[config.mk]
export PLATFORM = sky130hd
export DESIGN_NAME = prsb_merge
export DESIGN_NICKNAME = d
export VERILOG_FILES = /design/src/hdl/prsb_pkg.sv /design/src/hdl/prsb_merge.sv
export SDC_FILE = /design/constraint.sdc
export NUM_CORES = 1
export LEC_CHECK = 0
export BUFFER_PORTS_ARGS = -buffer_cell sky130_fd_sc_hd__clkbuf_2
export CAP_MARGIN = 20
export CORE_MARGIN = 4
export CORE_UTILIZATION = 30
export CTS_BUF_LIST = sky130_fd_sc_hd__clkbuf_4
export CTS_CLUSTER_SIZE = 20
export DETAILED_ROUTE_END_ITERATION = 8
export PLACE_DENSITY = 0.62
export SYNTH_ARGS = -nofsm -noshare
export SYNTH_HDL_FRONTEND = slang
export SYNTH_SLANG_ARGS = --single-unit
[constraint.sdc]
create_clock -name clk -period 6.15 [get_ports clk]
set_clock_uncertainty 0.2 [all_clocks]
set_input_delay 0.615 -clock clk [delete_from_list [all_inputs] [get_ports clk]]
set_output_delay 0.615 -clock clk [all_outputs]
set_load 0.01 [all_outputs]
[src/hdl/prsb_pkg.sv]
`default_nettype none

package prsb_pkg;

    localparam int ADDR_W        = 32;
    localparam int IDX_W         = 12;
    localparam int CFG_IDX_W     = 4;
    localparam int PAGE_BITS_DEF = 12;
    localparam int MAX_PAGES_DEF = 4096;
    localparam int FIFO_DEPTH    = 4;

    typedef enum logic [CFG_IDX_W-1:0] {
        REG_VIRT_START = 4'd0,
        REG_VIRT_END   = 4'd1
    } cfg_reg_e;

    // One page as it sits in the input register.
    typedef struct packed {
        logic [ADDR_W-1:0] page_phys;
        logic              final_page;
    } page_t;

    // One emitted segment.
    typedef struct packed {
        logic [ADDR_W-1:0] seg_virt_begin;
        logic [ADDR_W-1:0] seg_virt_stop;
        logic [ADDR_W-1:0] seg_phys_begin;
        logic [IDX_W-1:0]  first_page_idx;
        logic [IDX_W-1:0]  last_page_idx;
        logic [IDX_W-1:0]  seg_number;
        logic              final_segment;
    } seg_t;

    // Up to two segments written to the output queue in one cycle.
    // push1 is only ever set together with push0.
    typedef struct packed {
        logic push0;
        logic push1;
        seg_t seg0;
        seg_t seg1;
    } push_t;

endpackage

`default_nettype wire

[src/hdl/prsb_merge.sv]
`default_nettype none

// Contiguity test, segment bookkeeping and segment formatting for one page.
module prsb_merge import prsb_pkg::*;
#(
    parameter int PAGE_BITS = PAGE_BITS_DEF,
    parameter int MAX_PAGES = MAX_PAGES_DEF
)
(
    input  wire logic              clk,
    input  wire logic              rst_n,
    input  wire logic              s1_valid,
    input  wire page_t             s1_page,
    input  wire logic              room,
    input  wire logic [ADDR_W-1:0] virt_start,
    input  wire logic [ADDR_W-1:0] virt_end,
    output logic                   advance,
    output push_t                  push
);

    localparam int                CNT_W      = (MAX_PAGES > 2) ? $clog2(MAX_PAGES) : 1;
    localparam logic [CNT_W-1:0]  LAST_IDX   = CNT_W'(MAX_PAGES - 1);
    localparam logic [ADDR_W-1:0] PAGE_BYTES = ADDR_W'(1) << PAGE_BITS;
    localparam logic [ADDR_W-1:0] OFF_MASK   = PAGE_BYTES - ADDR_W'(1);

    logic [ADDR_W-1:0] prev_phys_reg;
    logic [CNT_W-1:0]  page_cnt_reg;
    logic [CNT_W-1:0]  page_cnt_next;
    logic [IDX_W-1:0]  seg_cnt_reg;
    logic [IDX_W-1:0]  seg_cnt_next;
    logic [ADDR_W-1:0] open_virt_reg;
    logic [ADDR_W-1:0] open_virt_next;
    logic [ADDR_W-1:0] open_phys_reg;
    logic [ADDR_W-1:0] open_phys_next;
    logic [IDX_W-1:0]  open_first_reg;
    logic [IDX_W-1:0]  open_first_next;
    logic [IDX_W-1:0]  seg_num_open;

    logic              first_page;
    logic              fin;
    logic              brk;
    logic [ADDR_W-1:0] page_virt;
    seg_t              closed_seg;
    seg_t              final_seg;

    assign advance = s1_valid && room;

    always_comb
    begin
        first_page = (page_cnt_reg == '0);
        fin        = s1_page.final_page || (page_cnt_reg >= LAST_IDX);
        brk        = !first_page && (s1_page.page_phys != prev_phys_reg + PAGE_BYTES);
        page_virt  = (virt_start & ~OFF_MASK) + (ADDR_W'(page_cnt_reg) << PAGE_BITS);

        // Segment that stays open after this page.
        open_virt_next  = open_virt_reg;
        open_phys_next  = open_phys_reg;
        open_first_next = open_first_reg;
        seg_num_open    = seg_cnt_reg;
        if (first_page)
        begin
            open_virt_next  = virt_start;
            open_phys_next  = s1_page.page_phys + (virt_start & OFF_MASK);
            open_first_next = '0;
            seg_num_open    = '0;
        end
        else if (brk)
        begin
            open_virt_next  = page_virt;
            open_phys_next  = s1_page.page_phys;
            open_first_next = IDX_W'(page_cnt_reg);
            seg_num_open    = seg_cnt_reg + IDX_W'(1);
        end

        closed_seg.seg_virt_begin = open_virt_reg;
        closed_seg.seg_virt_stop  = page_virt;
        closed_seg.seg_phys_begin = open_phys_reg;
        closed_seg.first_page_idx = open_first_reg;
        closed_seg.last_page_idx  = IDX_W'(page_cnt_reg - CNT_W'(1));
        closed_seg.seg_number     = seg_cnt_reg;
        closed_seg.final_segment  = 1'b0;

        final_seg.seg_virt_begin = open_virt_next;
        final_seg.seg_virt_stop  = virt_end;
        final_seg.seg_phys_begin = open_phys_next;
        final_seg.first_page_idx = open_first_next;
        final_seg.last_page_idx  = IDX_W'(page_cnt_reg);
        final_seg.seg_number     = seg_num_open;
        final_seg.final_segment  = 1'b1;

        push.push0 = advance && (brk || fin);
        push.push1 = advance && brk && fin;
        push.seg0  = brk ? closed_seg : final_seg;
        push.seg1  = final_seg;

        page_cnt_next = fin ? '0 : page_cnt_reg + CNT_W'(1);
        seg_cnt_next  = fin ? '0 : seg_num_open;
    end

    always_ff @(posedge clk or negedge rst_n)
    begin
        if (!rst_n)
        begin
            prev_phys_reg  <= '0;
            page_cnt_reg   <= '0;
            seg_cnt_reg    <= '0;
            open_virt_reg  <= '0;
            open_phys_reg  <= '0;
            open_first_reg <= '0;
        end
        else if (advance)
        begin
            prev_phys_reg  <= s1_page.page_phys;
            page_cnt_reg   <= page_cnt_next;
            seg_cnt_reg    <= seg_cnt_next;
            open_virt_reg  <= open_virt_next;
            open_phys_reg  <= open_phys_next;
            open_first_reg <= open_first_next;
        end
    end

endmodule

`default_nettype wire

==> summary.md <==
| Metric | Value |
|---|---|
| Status | finished clean |
| Total power | 3.65 mW |
| Horizontal die dimension | 207 um |
| Max-cap violation count | 0 |
| Post-DP HPWL | 34.2 mm |
| Clock sink count | 132 |
| Setup crit end kind | primary output |
| Power per Cell Area | 258 nW/um^2 |
| Yosys cell types | 90 |
| Average wire per cell in the routed design | 20.1 um |
| Leak Pwr | 6.70 nW |
| Top cells by area, synth | sky130_fd_sc_hd__dfrtp_1 (28%), sky130_fd_sc_hd__nand2_1 (10%), sky130_fd_sc_hd__xnor2_1 (4.4%) |
| Peak supply drop | 0.000150 V |
| Top-area cell type share of the netlist area | 27.9% |
| Global-route track usage on met3 | 3.09% |
| Biggest area consumer among synthesized cells | sky130_fd_sc_hd__dfrtp_1 |
| Worst Path Class, Setup | reg -> out |
| Worst EP arrival | 4.57 ns |
| Mapped Area | 11,800 sq um |
| Async set-reset flop share out of synthesis | 100% |
| Synth Register Bits | 132 |
| Number of I/O port buffers | 368 |
| Remaining Overflow, GRT | 0 |
| Post-layout worst setup margin | 0.763 ns |
| TritonCTS clock tree | yes |
| Final Net Count | 1,957 |
| Final worst path period share | 87.6% |
| Proportion of layout cells with a drive suffix above 1 | 25.3% |
| Placement-stage worst setup slack | 1.52 ns |
| Warning count from the yosys run | 0 |
| Global-route layer with the greatest usage | met2 |
| Num ports | 370 |
| Multi-input logic area | 7570 sq um |
| Total Routed Length | 47.4 mm |
| Fill cell total of the finished layout | 4,139 |
| Worst hold-check slack | 0.0584 ns |
| CTS Buf Count | 17 |
| Average cell area after synthesis | 7.59 sq um |
| Floorplan Core Area | 38,800 sq um |
| Startpoint Class | flip-flop |
| Total count of max-transition violations in the final report | 0 |
| First-pass GRT wire length | 71.3 mm |
| Iteration-0 DRC Markers | 871 |
| Vias in the first global route | 12,000 |
| Clock Tree Buf Depth | 2 |
| Routability Congestion | 0.895 |
| Maximum level of the CTS H-tree | 4 |
| Total of endpoints with negative setup slack in the final report | 0 |
| Clock period minus final worst setup slack | 5.39 ns |
| Most frequently used flop master after synthesis | sky130_fd_sc_hd__dfrtp_1 |
| Synthesis-to-layout area growth | 19.4% |
| Met2 usage | 33.5% |
| Critical path fanouts, max | 32 |
| Via density per instance | 5.43 |
| Synthesized netlist net count | 1,691 |
| Post-detailed-route DRC marker count | 0 |
| Post-CTS setup-driven buffer insertion count | 0 |
| Relative slew margins | 39.5% |
| CTS clock-pin slew for the worst setup and hold paths | 0.15 ns |
| Sequential share of the synthesized area | 27.9% |
| Setup repair after global routing missed its margin | false |
| Util after Layout | 36.4% |
| Required time of the worst setup path | 5.33 ns |
| Number of enable-type register cells in the synthesized netlist | 0 |
| Worst hold path class | in -> reg |
| Achievable clock frequency | 0.186 GHz |
| Sequential cell area in the final layout | 3300 sq um |
| CTS Root Buffer Type | sky130_fd_sc_hd__clkbuf_4 |
| Gate count of the mapped netlist | 1,560 |
| Tightest Pin Transition | 0.899 ns |
| Largest net degree at the start of global routing | 86 |
| Global-route track usage on met1 | 30.5% |
| Vias after detailed routing | 12,800 |
| Hold Fails Final Rpt | 0 |
| Starting density of the core | 30.5% |
| Initial antenna violation count | 3 |
| Area of the die | 42,700 sq um |
| Vertical die dimension | 207 um |
| Count of antenna-violating nets left after detailed routing | 0 |
| Standard-cell rows | 72 |
| Combined global-route utilization of all metal layers | 21.2% |
| Drt pass-1 iters | 5 |
| Aggregate negative setup slack | 0 ns |
| Worst-Skew Late Latency | 0.63 ns |
[timing repair]
action,in CTS,in global routing
hold buffers,7,0
hold endpoints to repair,81,0
resized for setup,0,0
[power by group]
part           leakage [nW]  internal (mW)  total, mW  switching (mW)
registers              1.64          0.999       1.13           0.134
clock network         0.153          0.285      0.690           0.405
logic                  4.91          0.670       1.83            1.16
total                  6.70           1.95       3.65            1.70
[layout by cell type (no fill, tap or decap), types with 6 or more instances in the layout]
cell | Yosys | routed
sky130_fd_sc_hd__inv_1 | 31 | 31
sky130_fd_sc_hd__o21ai_0 | 102 | 102
sky130_fd_sc_hd__ha_1 | 28 | 28
sky130_fd_sc_hd__nand4_1 | 28 | 28
sky130_fd_sc_hd__nand2b_1 | 12 | 12
sky130_fd_sc_hd__dlygate4sd3_1 | 0 | 7
sky130_fd_sc_hd__o211ai_1 | 11 | 11
sky130_fd_sc_hd__a21oi_1 | 74 | 74
sky130_fd_sc_hd__dfrtp_1 | 132 | 132
sky130_fd_sc_hd__and2_1 | 34 | 34
sky130_fd_sc_hd__or2_2 | 5 | 6
sky130_fd_sc_hd__nor2_1 | 93 | 93
sky130_fd_sc_hd__nand3_1 | 41 | 41
sky130_fd_sc_hd__xnor2_1 | 59 | 59
sky130_fd_sc_hd__clkbuf_4 | 0 | 18
sky130_fd_sc_hd__xor2_1 | 44 | 44
sky130_fd_sc_hd__mux2i_1 | 20 | 20
sky130_fd_sc_hd__or4_1 | 8 | 8
sky130_fd_sc_hd__a22o_1 | 24 | 24
sky130_fd_sc_hd__nand3b_1 | 6 | 6
sky130_fd_sc_hd__a32oi_1 | 7 | 7
sky130_fd_sc_hd__o31ai_1 | 31 | 31
sky130_fd_sc_hd__buf_4 | 39 | 26
sky130_fd_sc_hd__o21a_1 | 16 | 16
sky130_fd_sc_hd__nor2b_1 | 16 | 16
sky130_fd_sc_hd__or3_1 | 8 | 8
sky130_fd_sc_hd__o22a_1 | 22 | 22
sky130_fd_sc_hd__a22oi_1 | 6 | 6
sky130_fd_sc_hd__nor4_1 | 14 | 14
sky130_fd_sc_hd__clkbuf_2 | 0 | 367
sky130_fd_sc_hd__o2bb2ai_1 | 8 | 8
sky130_fd_sc_hd__nand2_1 | 327 | 326
sky130_fd_sc_hd__nor3_1 | 18 | 18
sky130_fd_sc_hd__a31oi_1 | 20 | 20
sky130_fd_sc_hd__a21o_1 | 18 | 18
sky130_fd_sc_hd__and3_1 | 23 | 23
sky130_fd_sc_hd__o21bai_1 | 10 | 10
sky130_fd_sc_hd__and4_1 | 6 | 6
[synthesized netlist by cell type (28+ instances only)]
cell	number
sky130_fd_sc_hd__xor2_1	44
sky130_fd_sc_hd__and2_1	34
sky130_fd_sc_hd__nor2_1	93
sky130_fd_sc_hd__nand3_1	41
sky130_fd_sc_hd__buf_2	45
sky130_fd_sc_hd__o21ai_0	102
sky130_fd_sc_hd__dfrtp_1	132
sky130_fd_sc_hd__buf_4	39
sky130_fd_sc_hd__xnor2_1	59
sky130_fd_sc_hd__a21oi_1	74
sky130_fd_sc_hd__ha_1	28
sky130_fd_sc_hd__clkbuf_1	58
sky130_fd_sc_hd__inv_1	31
sky130_fd_sc_hd__o31ai_1	31
sky130_fd_sc_hd__nand2_1	327
sky130_fd_sc_hd__nand4_1	28
[cell type report]
class / count / share of cell area (%)
tap: 518 / 4.58
inverter: 32 / 0.849
clock inverter: 14 / 1.27
timing repair buffer: 405 / 15.4
clock buffer: 17 / 0.903
sequential: 132 / 23.4
antenna: 2 / 0.0354
multi-input combinational: 1238 / 53.6
[layer usage]
layer  share of wire [%]  vias to the layer above
met1                  46                     6185
met2                  46                      537
met3                 6.7                       50
li1                    -                     6027
met4                 1.8                        0
met5                   0                        -
[critical path, stage by stage (launching register included)]
cell	delay (ns)
sky130_fd_sc_hd__dfrtp_1	0.46
sky130_fd_sc_hd__ha_1	0.30
sky130_fd_sc_hd__nand4_1	0.33
sky130_fd_sc_hd__o221a_1	0.37
sky130_fd_sc_hd__a311o_1	0.34
sky130_fd_sc_hd__or2_0	0.25
sky130_fd_sc_hd__nor3b_1	0.21
sky130_fd_sc_hd__a31oi_4	0.65
sky130_fd_sc_hd__buf_4	0.47
sky130_fd_sc_hd__nand3_1	0.15
sky130_fd_sc_hd__xnor2_1	0.17
sky130_fd_sc_hd__clkbuf_2	0.17
[cells by family after synthesis]
family,share of synthesized area (%)
xor gates and xnor gates,7.62
buffers and inverters,8.31
DFF,27.9
and+or+nand+nor,26.9
muxes,2.07
AOI/OAI and AO/OA,23.8
other,0.0317
adders and majority gates,3.30
[through the flow]
stage	cell area [sq um]	cells
6_report	14100	2358
5_1_grt	14100	2358
4_1_cts	14100	2355
3_5_place_dp	13700	2317
3_3_place_gp	13700	2316
2_1_floorplan	11800	1560
[path summary, 6_finish.rpt]
kind / start / to / slack (ns) / cells past startpoint
min in group asynchronous: rst_n / open_virt_reg[21]$_DFFE_PN0P_ / 0.36 / 2
setup reg to reg: page_cnt_reg[4]$_DFFE_PN0P_ / seg_cnt_reg[2]$_DFFE_PN0P_ / 1.75 / 10
max in group asynchronous: rst_n / open_virt_reg[30]$_DFFE_PN0P_ / 3.99 / 3
setup / recovery: prev_phys_reg[13]$_DFFE_PN0P_ / push[157] / 0.76 / 11
hold / removal: s1_page[5] / prev_phys_reg[4]$_DFFE_PN0P_ / 0.06 / 3
hold reg to reg: prev_phys_reg[7]$_DFFE_PN0P_ / prev_phys_reg[7]$_DFFE_PN0P_ / 0.32 / 2
No activity file was read; power rests on OpenSTA's default activity.
